### config.mk
export PLATFORM = sky130hd
export DESIGN_NAME = rbps_fifo
export DESIGN_NICKNAME = d
export VERILOG_FILES = /design/src/rtl/rbps_pkg.sv /design/src/rtl/rbps_fifo.sv
export SDC_FILE = /design/constraint.sdc
export NUM_CORES = 1
export LEC_CHECK = 0
export ABC_AREA = 1
export BUFFER_PORTS_ARGS = -buffer_cell sky130_fd_sc_hd__buf_2
export CAP_MARGIN = 20
export CORE_MARGIN = 2
export CORE_UTILIZATION = 23
export CTS_CLUSTER_DIAMETER = 30
export DETAILED_ROUTE_END_ITERATION = 10
export SLEW_MARGIN = 5
export SYNTH_ARGS = -nofsm -noshare
export SYNTH_HDL_FRONTEND = slang
export SYNTH_SLANG_ARGS = --single-unit
### constraint.sdc
create_clock -name aclk -period 6.4 [get_ports aclk]
set_input_delay 0.96 -clock aclk [delete_from_list [all_inputs] [get_ports aclk]]
set_output_delay 0.96 -clock aclk [all_outputs]
set_load 0.1 [all_outputs]
### src/rtl/rbps_pkg.sv
// Shared constants and item type for the radial binned pixel statistics block.
`default_nettype none

package rbps_pkg;

    localparam int BINS       = 16;
    localparam int BIN_W      = $clog2(BINS);
    localparam int BIN_OUT_W  = 4;
    localparam int SEL_W      = 4;
    localparam int POS_W      = 14;
    localparam int PIX_W      = 32;
    localparam int COUNT_W    = 28;
    localparam int SUM_W      = 64;
    localparam int CFG_IDX_W  = 2;
    localparam int CFG_DATA_W = 48;
    localparam int CENTER_W   = 24;
    localparam int RADIUS_W   = 48;
    localparam int SCALE_W    = 32;

    localparam int FIFO_DEPTH = 4;
    localparam int FIFO_AW    = $clog2(FIFO_DEPTH);

    localparam logic [PIX_W-1:0]   MIN_RESET = {PIX_W{1'b1}};
    localparam logic [COUNT_W-1:0] COUNT_MAX = {COUNT_W{1'b1}};

    localparam logic KIND_ACCUM = 1'b0;
    localparam logic KIND_READ  = 1'b1;

    localparam logic [CFG_IDX_W-1:0] CFG_CENTER_X      = 2'd0;
    localparam logic [CFG_IDX_W-1:0] CFG_CENTER_Y      = 2'd1;
    localparam logic [CFG_IDX_W-1:0] CFG_MIN_RADIUS_SQ = 2'd2;
    localparam logic [CFG_IDX_W-1:0] CFG_BIN_SCALE     = 2'd3;

    typedef struct packed {
        logic             kind;
        logic [BIN_W-1:0] bin;
        logic [POS_W-1:0] row;
        logic [POS_W-1:0] col;
        logic [PIX_W-1:0] pixel;
    } item_t;

endpackage

`default_nettype wire

### src/rtl/rbps_fifo.sv
// Short item queue between the classification front end and the bin update back end.
`default_nettype none

module rbps_fifo (
    input  wire logic            aclk,
    input  wire logic            aresetn,
    input  wire logic            push,
    input  wire rbps_pkg::item_t push_item,
    output logic                 full,
    input  wire logic            pop,
    output rbps_pkg::item_t      pop_item,
    output logic                 empty
);
    import rbps_pkg::*;

    item_t                mem_reg [FIFO_DEPTH];
    logic [FIFO_AW-1:0]   wr_ptr_reg, rd_ptr_reg;
    logic [FIFO_AW:0]     count_reg;

    assign full     = count_reg == (FIFO_AW+1)'(FIFO_DEPTH);
    assign empty    = count_reg == '0;
    assign pop_item = mem_reg[rd_ptr_reg];

    always_ff @(posedge aclk) begin
        if (!aresetn) begin
            wr_ptr_reg <= '0;
            rd_ptr_reg <= '0;
            count_reg  <= '0;
        end else begin
            if (push) begin
                wr_ptr_reg <= wr_ptr_reg + 1'b1;
            end
            if (pop) begin
                rd_ptr_reg <= rd_ptr_reg + 1'b1;
            end
            if (push && !pop) begin
                count_reg <= count_reg + 1'b1;
            end else if (pop && !push) begin
                count_reg <= count_reg - 1'b1;
            end
        end
    end

    always_ff @(posedge aclk) begin
        if (push) begin
            mem_reg[wr_ptr_reg] <= push_item;
        end
    end

endmodule

`default_nettype wire

* Word level (Yosys, flattened, before mapping) *
Memories as Yosys holds them, arrays and structs flattened. A register that Yosys moved wholly into a read port is not among the register bits.
Index checks and enable logic that the tools add are counted.

word-level totals
  RAM bits = 260
  logic and storage cells = 21
  output and inout bits = 67
  flip-flop bits (word level) = 7
  bits of input ports = 69
  memories = 1

memories
  name     words  width  read ports  clocked after memory_dff  wr ports  line             RTL
  mem_reg  4      65     1           1                         1         rbps_fifo.sv:16  item_t mem_reg [FIFO_DEPTH];

operators by class
  multiplexer cells = 6
  $add $sub $neg = 4
  equality and inequality tests = 1
  reduce and logical (&&, ||, !) cells = 6

operators with widths
  cell                 count
  $mux 3               2
  $add 2x1->2 const B  2
  $mux 2               2
  $add 3x1->3 const B  1
  $eq 3x3->1 const B   1
  $logic_not 3->1      1
  $sub 3x1->3 const B  1
  $logic_and 1x1->1    2
  $logic_not 1->1      2
  $mux 1               2
  $reduce_bool 2->1    1

* Depth between registers and ports, before layout *
Gate-level depths: netlist of run 1.

  depth after elaboration = 4
  gate-level depth with buffers = 10
  mapped depth without buffers = 10

* Worst setup path before layout of run 1 *
No wires, ideal clock.

  kind = register to output
  start = register count_reg[1]
  end = output empty
  path slack = 3.032 ns
  buffers on the path = 0
  arrival = 2.408 ns
  cell stages (with the launch flop) = 2
  cells stage by stage = dfxtp_1 nor3_1

on the way
  longest elaborated chain between the ends = 1

RTL lines
  element                 line             RTL
  from (decl)             rbps_fifo.sv:18  logic [FIFO_AW:0] count_reg;
  from (signal assigned)  rbps_fifo.sv:37  count_reg <= count_reg + 1'b1;
  from (signal assigned)  rbps_fifo.sv:39  count_reg <= count_reg - 1'b1;
  $logic_not 3->1         rbps_fifo.sv:21  assign empty = count_reg == '0;
  to (decl)               rbps_fifo.sv:12  output logic empty

No other way between the ends.

==> results of run 1 <==
final cells by class:
cell class | instances | area (um^2) | area share (%)
clock buffers | 59 | 1390 | 10.3
clock inverters | 39 | 528 | 3.91
inverters | 17 | 73.8 | 0.546
multi-input cells | 359 | 2050 | 15.1
flip-flops and latches | 269 | 7990 | 59.2
well taps | 592 | 741 | 5.48
repair buffers | 143 | 736 | 5.45
worst paths after layout:
| check | start | endpoint | cells past startpoint |
|---|---|---|---|
| setup reg to reg | wr_ptr_reg[0] | mem_reg[0][40] | 5 |
| hold / removal | rd_ptr_reg[1] | flip-flop | 1 |
| setup / recovery | flip-flop | pop_item[4] | 5 |
| hold reg to reg | rd_ptr_reg[1] | flip-flop | 1 |
cells by family after synthesis:
family	count (synthesis)	share of synthesized area (%)
AOI/OAI and AO/OA	205	12.0
adders and majority gates	6	0.794
buffers and inverters	59	3.48
DFF	269	76.8
and+or+nand+nor	148	6.85
layer usage:
metal / vias to the layer above / GRT usage (%) / routed length [um] / share of wire [%]
met3: 46 / 2.43 / 1260 / 5.4
met5: - / 0 / 12 / 0.051
met4: 2 / 5.07 / 690 / 2.9
met2: 156 / 15.9 / 11000 / 47
met1: 3073 / 12.6 / 10600 / 45
li1: 2923 / - / - / -
metrics by stage:
step / util [%] / hold slack, ps / cell area [um^2] / power (uW) / instances
2_1_floorplan: - / 412 / 10400 / 2700 / 687
3_3_place_gp: 26.1 / 424 / 11600 / 2840 / 1380
3_5_place_dp: 26.1 / 427 / 11600 / 2850 / 1380
4_1_cts: 30.4 / 436 / 13500 / 5810 / 1478
5_1_grt: 30.4 / 454 / 13500 / 5920 / 1478
6_report: 30.4 / 435 / 13500 / 5730 / 1478
power by group through the flow:
stage / registers, uW / logic [uW] / clock network [uW]
final: 2050 / 767 / 2920
after floorplan: 2070 / 635 / 0
after CTS: 2050 / 778 / 2990
after detailed placement: 2080 / 777 / 0
after global placement: 2080 / 769 / 0
after global routing: 2050 / 808 / 3070
worst max-delay path: stages, from the launching register on:
cell and delay [ps]:
sky130_fd_sc_hd__dfxtp_4 500, sky130_fd_sc_hd__inv_6 740, sky130_fd_sc_hd__buf_4 570, sky130_fd_sc_hd__o21ai_0 170, sky130_fd_sc_hd__o22ai_2 130, sky130_fd_sc_hd__buf_2 450
placed cells by master (no fill, tap or decap), drive strengths merged, types with 2 or more instances in the layout:
master	netlist	layout
edfxtp	260	260
buf	25	143
o21ai	136	136
nor2	135	135
o22ai	65	65
clkbuf	17	59
clkinv	0	22
inv	17	18
bufinv	0	12
nand2	9	9
dfxtp	9	9
ha	5	5
a21oi	4	4
clkinvlp	0	4
nor3	2	2
==> insert_results.sql, run 1 <==
INSERT INTO impl_metrics (metric_group, metric, value, unit) VALUES
('routing', 'routed_vias', '6200', ''),
('cts', 'cts-root-to-sink-buffers', '3', ''),
('routing', 'antenna_left', '0', ''),
('power_and_ir_drop', 'p_leak', '0.00471', 'uW'),
('placement', 'post-place-ws', '2760', 'ps'),
('sta', 'worstMarginPinSlew', '973', 'ps'),
('job', 'cap_viol_max_count', '0', ''),
('routing', 'totalWireLength', '23600', 'um'),
('cts', 'clkSinkCount', '269', ''),
('grt', 'globalRoute.totalOverflow', '0', ''),
('cts', 'clock_tree.htree_level_count', '2', ''),
('cells_and_area', 'largest_register_ff_count', '260', ''),
('cells_and_area', 'syn2layout_area_growth', '29.9', '%'),
('routing', 'drtIter0Drc', '316', ''),
('synthesis', 'netlist_instances', '687', ''),
('sta', 'hold_viol', '0', ''),
('routing', 'avgViaCountPerCell', '4.19', ''),
('power_and_ir_drop', 'pwr-share-seq', '35.7', '%'),
('sta', 'final_critical_path_setup_slack', '2260', 'ps'),
('cts', 'cts.repair.resized', '0', ''),
('worst_setup_path', 'critical_path.startpoint_type', 'flip-flop', ''),
('routing', 'drc', '0', ''),
('synthesis', 'synth_area', '10400', 'um^2'),
('cts', 'root_buffer', 'sky130_fd_sc_hd__clkbuf_16', ''),
('synthesis', 'post-synth-top-area-fraction', '75.1', '%'),
('power_and_ir_drop', 'switchingPower', '1550', 'uW'),
('synthesis', 'synthMostInstantiatedCell', 'sky130_fd_sc_hd__edfxtp_1', ''),
('worst_setup_path', 'worst_ep_required_time', '5440', 'ps'),
('cts', 'post_cts_setup_bufs', '0', ''),
('cts', 'clk_pin_slew_worst_paths', '40', 'ps'),
('synthesis', 'synth.area.top_cells', 'sky130_fd_sc_hd__edfxtp_1 75%, sky130_fd_sc_hd__o21ai_0 4.6%, sky130_fd_sc_hd__nor2_1 4.2%', ''),
('cts', 'hold_buffers', '0', ''),
('power_and_ir_drop', 'power_report.internal_total', '4180', 'uW'),
('sta', 'slew_limit_headroom', '35.1', '%'),
('worst_setup_path', 'setup.reg_to_reg.worst_slack', '4200', 'ps'),
('worst_setup_path', 'worst-path-max-fanout', '104', ''),
('synthesis', 'share_of_synthesized_area_occupied_by_flip_flops_and_latches', '76.8', '%'),
('cts', 'cts_inserted_buffers', '54', ''),
('sta', 'timing.setup.tns', '0', 'ps'),
('power_and_ir_drop', 'vdd_drop_max', '0.266', 'mV'),
('die', 'die_width', '217', 'um'),
('status', 'status', 'completed', ''),
('cts', 'clk-insertion-delay-late', '550', 'ps'),
('power_and_ir_drop', 'p_clk_share', '50.9', '%'),
('cells_and_area', 'final.fill_count', '4401', ''),
('power_and_ir_drop', 'cellPowerDensity', '424', 'nW/um^2'),
('synthesis', 'post-synth-top-area-cell', 'sky130_fd_sc_hd__edfxtp_1', ''),
('synthesis', 'synth_flop_cell', 'sky130_fd_sc_hd__edfxtp_1', ''),
('sta', 'grt_setup_unrepaired', 'no', ''),
('placement', 'routabilityCongestion', '0.656', ''),
('synthesis', 'post_synth_top_cells', '260 x sky130_fd_sc_hd__edfxtp_1, 115 x sky130_fd_sc_hd__nor2_1, 96 x sky130_fd_sc_hd__o21ai_0, 45 x sky130_fd_sc_hd__o22ai_1, 35 x sky130_fd_sc_hd__o21ai_1', ''),
('placement', 'port_buffers', '135', ''),
('sta', 'final.setup_skew', '6.02', 'ps'),
('sta', 'period_needed', '4140', 'ps'),
('die', 'area_of_the_die', '46900', 'um^2'),
('die', 'floorplan_core_area', '44400', 'um^2'),
('sta', 'finalMaxSlewViolations', '0', ''),
('placement', 'hpwlAfterDp', '13200', 'um'),
('power_and_ir_drop', 'comb_power_share', '13.4', '%'),
('die', 'core.rowCount', '77', ''),
('sta', 'maximum_frequency_from_static_timing_analysis', '0.241', 'GHz'),
('synthesis', 'synth_area_per_cell', '15.1', 'um^2'),
('cells_and_area', 'fin_nets', '919', ''),
('routing', 'drt_first_pass_iters', '5', ''),
('synthesis', 'ys_seq_elements', '269', ''),
('cells_and_area', 'antenna_cells_inserted', '0', ''),
('synthesis', 'synth_edf_count', '260', ''),
('routing', 'wl_per_cell', '15.9', 'um'),
('worst_setup_path', 'arrival', '3180', 'ps'),
('grt', 'grt_pass1_vias', '6197', ''),
('worst_hold_path', 'worst_hold_path_type', 'flip-flop to flip-flop', '');
Note: power is estimated with default switching activity, not from simulation.
==> run 2, diff against run 1 <==
Clock period 6.4 ns to 4.34 ns, I/O delays scaled along.
==> insert_results.sql, run 2 (synthesis gave the netlist of run 1 again) <==
INSERT INTO impl_metrics (metric_group, metric, value, unit) VALUES
('sta', 'finalMaxSlewViolations', '0', ''),
('cts', 'clkSinkCount', '269', ''),
('worst_setup_path', 'arrival', '2750', 'ps'),
('cells_and_area', 'largest_register_ff_count', '260', ''),
('die', 'die_width', '217', 'um'),
('worst_hold_path', 'hold_depth', '1', ''),
('cells_and_area', 'final_cell_mix', '260 x sky130_fd_sc_hd__edfxtp_1, 135 x sky130_fd_sc_hd__buf_2, 115 x sky130_fd_sc_hd__nor2_1', ''),
('worst_setup_path', 'critical_path.startpoint_type', 'flip-flop', ''),
('die', 'initial_utilization', '23.4', '%'),
('worst_setup_path', 'setup.reg_to_reg.worst_slack', '2250', 'ps'),
('sta', 'worstMarginPinSlew', '781', 'ps'),
('grt', 'global_route_wire_length_before_repair', '36700', 'um'),
('worst_setup_path', 'worst_ep_required_time', '3690', 'ps'),
('grt', 'grt_antenna_before_repair', '4', ''),
('sta', 'slew_limit_headroom', '47.9', '%'),
('cells_and_area', 'fin_util', '30.7', '%'),
('routing', 'drtIter0Drc', '333', ''),
('routing', 'avgViaCountPerCell', '4.19', ''),
('cells_and_area', 'syn2layout_area_growth', '31.1', '%'),
('cts', 'post_cts_setup_bufs', '0', ''),
('cells_and_area', 'layout.area.seq', '7990', 'um^2'),
('cts', 'clock_tree.htree_level_count', '2', ''),
('cells_and_area', 'drive_gt1_share', '33.7', '%'),
('cts', 'root_buffer', 'sky130_fd_sc_hd__clkbuf_16', ''),
('worst_setup_path', 'crit_chain', 'inv_6 > buf_12 > o21ai_0 > o22ai_1 > buf_2', ''),
('cells_and_area', 'fin_nets', '926', ''),
('power_and_ir_drop', 'vdd_drop_max', '0.277', 'mV'),
('sta', 'period_needed', '3400', 'ps'),
('worst_hold_path', 'hold_end', 'mem_reg[3][13]', ''),
('cts', 'cts.repair.resized', '0', ''),
('sta', 'maximum_frequency_from_static_timing_analysis', '0.294', 'GHz'),
('cts', 'tritoncts', 'built', ''),
('placement', 'hpwlAfterDp', '14100', 'um'),
('routing', 'drt_first_pass_iters', '4', ''),
('cells_and_area', 'leading_cell_type_in_the_layout_fill_and_taps_excluded', 'sky130_fd_sc_hd__edfxtp_1', ''),
('routing', 'antenna_left', '0', ''),
('cts', 'clk-insertion-delay-late', '600', 'ps'),
('die', 'io_pins', '136', ''),
('die', 'area_of_the_die', '46900', 'um^2'),
('die', 'core.rowCount', '77', ''),
('sta', 'timing.setup.tns', '0', 'ps'),
('grt', 'grt_start_max_net_pins', '82', ''),
('sta', 'final_critical_path_setup_slack', '943', 'ps'),
('power_and_ir_drop', 'p_leak', '0.00474', 'uW'),
('power_and_ir_drop', 'fin_total_pwr', '8490', 'uW'),
('routing', 'totalWireLength', '24200', 'um'),
('worst_setup_path', 'slowest_stage_cell_on_the_critical_path', 'sky130_fd_sc_hd__inv_6', ''),
('power_and_ir_drop', 'cellPowerDensity', '623', 'nW/um^2'),
('die', 'floorplan_core_area', '44400', 'um^2'),
('cells_and_area', 'final.fill_count', '4417', ''),
('grt', 'grt_usage', '10.2', '%'),
('worst_setup_path', 'critical_path_class', 'flip-flop to output port', ''),
('worst_setup_path', 'regToRegStartpoint', 'wr_ptr_reg[0]', ''),
('worst_setup_path', 'worst_r2r_endpoint', 'mem_reg[2][43]', ''),
('worst_setup_path', 'worstSetupEndpointType', 'output port', ''),
('sta', 'timing.final.setup_violations', '0', ''),
('cts', 'cts_inserted_buffers', '55', ''),
('cts', 'clk_pin_slew_worst_paths', '50', 'ps'),
('sta', 'grt_setup_unrepaired', 'no', ''),
('routing', 'drc', '0', ''),
('routing', 'wl_per_cell', '16.2', 'um'),
('worst_hold_path', 'worst_hold_path_type', 'input pin to flip-flop', ''),
('sta', 'final_min_period_over_clock_period', '78.3', '%'),
('placement', 'post-place-ws', '1570', 'ps'),
('status', 'status', 'completed', ''),
('worst_hold_path', 'hold_start', 'push_item[13]', ''),
('job', 'cap_viol_max_count', '0', ''),
('grt', 'globalRoute.totalOverflow', '0', ''),
('sta', 'hold_viol', '0', ''),
('placement', 'routabilityCongestion', '0.677', ''),
('worst_setup_path', 'worst-path-max-fanout', '81', ''),
('grt', 'grt_pass1_vias', '6402', ''),
('routing', 'routed_vias', '6253', ''),
('worst_setup_path', 'crit_path_max_incr_delay', '520', 'ps'),
('cts', 'hold_buffers', '0', ''),
('cells_and_area', 'total_area_of_multi_input_combinational_cells', '2050', 'um^2'),
('worst_setup_path', 'number_of_cells_on_the_worst_reg_to_reg_path', '5', ''),
('die', 'chipHeight', '217', 'um'),
('placement', 'port_buffers', '135', ''),
('cts', 'cts-root-to-sink-buffers', '3', ''),
('sta', 'final.setup_skew', '21.6', 'ps');
==> run 2: changes by cell type in the layout (fill, tap and decap cells not counted), sizes merged <==
cell and change:
diode +3, clkinv -7, clkinvlp +7, inv +11
clkbuf -1, bufinv -5, buf +6
==> run 2: through the flow <==
step / hold slack [ps] / instance area [um^2] / instances
after global routing: 253 / 13600 / 1489
after global placement: 423 / 11700 / 1386
final: 272 / 13600 / 1492
after detailed placement: 448 / 11700 / 1386
after floorplan: 412 / 10400 / 687
after CTS: 235 / 13600 / 1489
==> run 2: worst max-delay path: cells and delay by family (launching register included) <==
| kind | cells | cell delay [ps] |
|---|---|---|
| buf+inv | 3 | 1330 |
| compound gates | 2 | 340 |
| flops | 1 | 360 |
==> run 2: report_power, final <==
part / total [uW] / leakage [uW] / internal, uW / switching [uW]
sequential: 3010 / 0.00246 / 2970 / 34.2
combinational: 1150 / 0.00136 / 185 / 965
clock: 4340 / 0.000925 / 2820 / 1510
==> run 2: cell type report <==
cell class,instances,share of cell area (%)
Antenna cell,3,0.0551
Clock buffer,58,10.3
Clock inverter,45,4.17
Inverter,17,0.542
Multi-Input combinational cell,359,15.0
Sequential cell,269,58.6
Tap cell,592,5.43
Timing Repair Buffer,149,5.91
==> run 2: layer usage <==
layer | wire length (um) | GRT usage [%] | vias up
met5 | 30 | 0 | -
met4 | 681 | 5.11 | 6
met3 | 1560 | 3.42 | 53
met2 | 11200 | 16.1 | 153
met1 | 10700 | 12.5 | 3098
li1 | - | - | 2943
==> run 2: worst max path at each step <==
| stage | slack (ps) | endpoint |
|---|---|---|
| after floorplan | 1280 | empty |
| after global placement | 1530 | pop_item[11] |
| after detailed placement | 1570 | pop_item[11] |
| after CTS | 910 | pop_item[11] |
| after global routing | 810 | pop_item[64] |
| final | 940 | pop_item[64] |
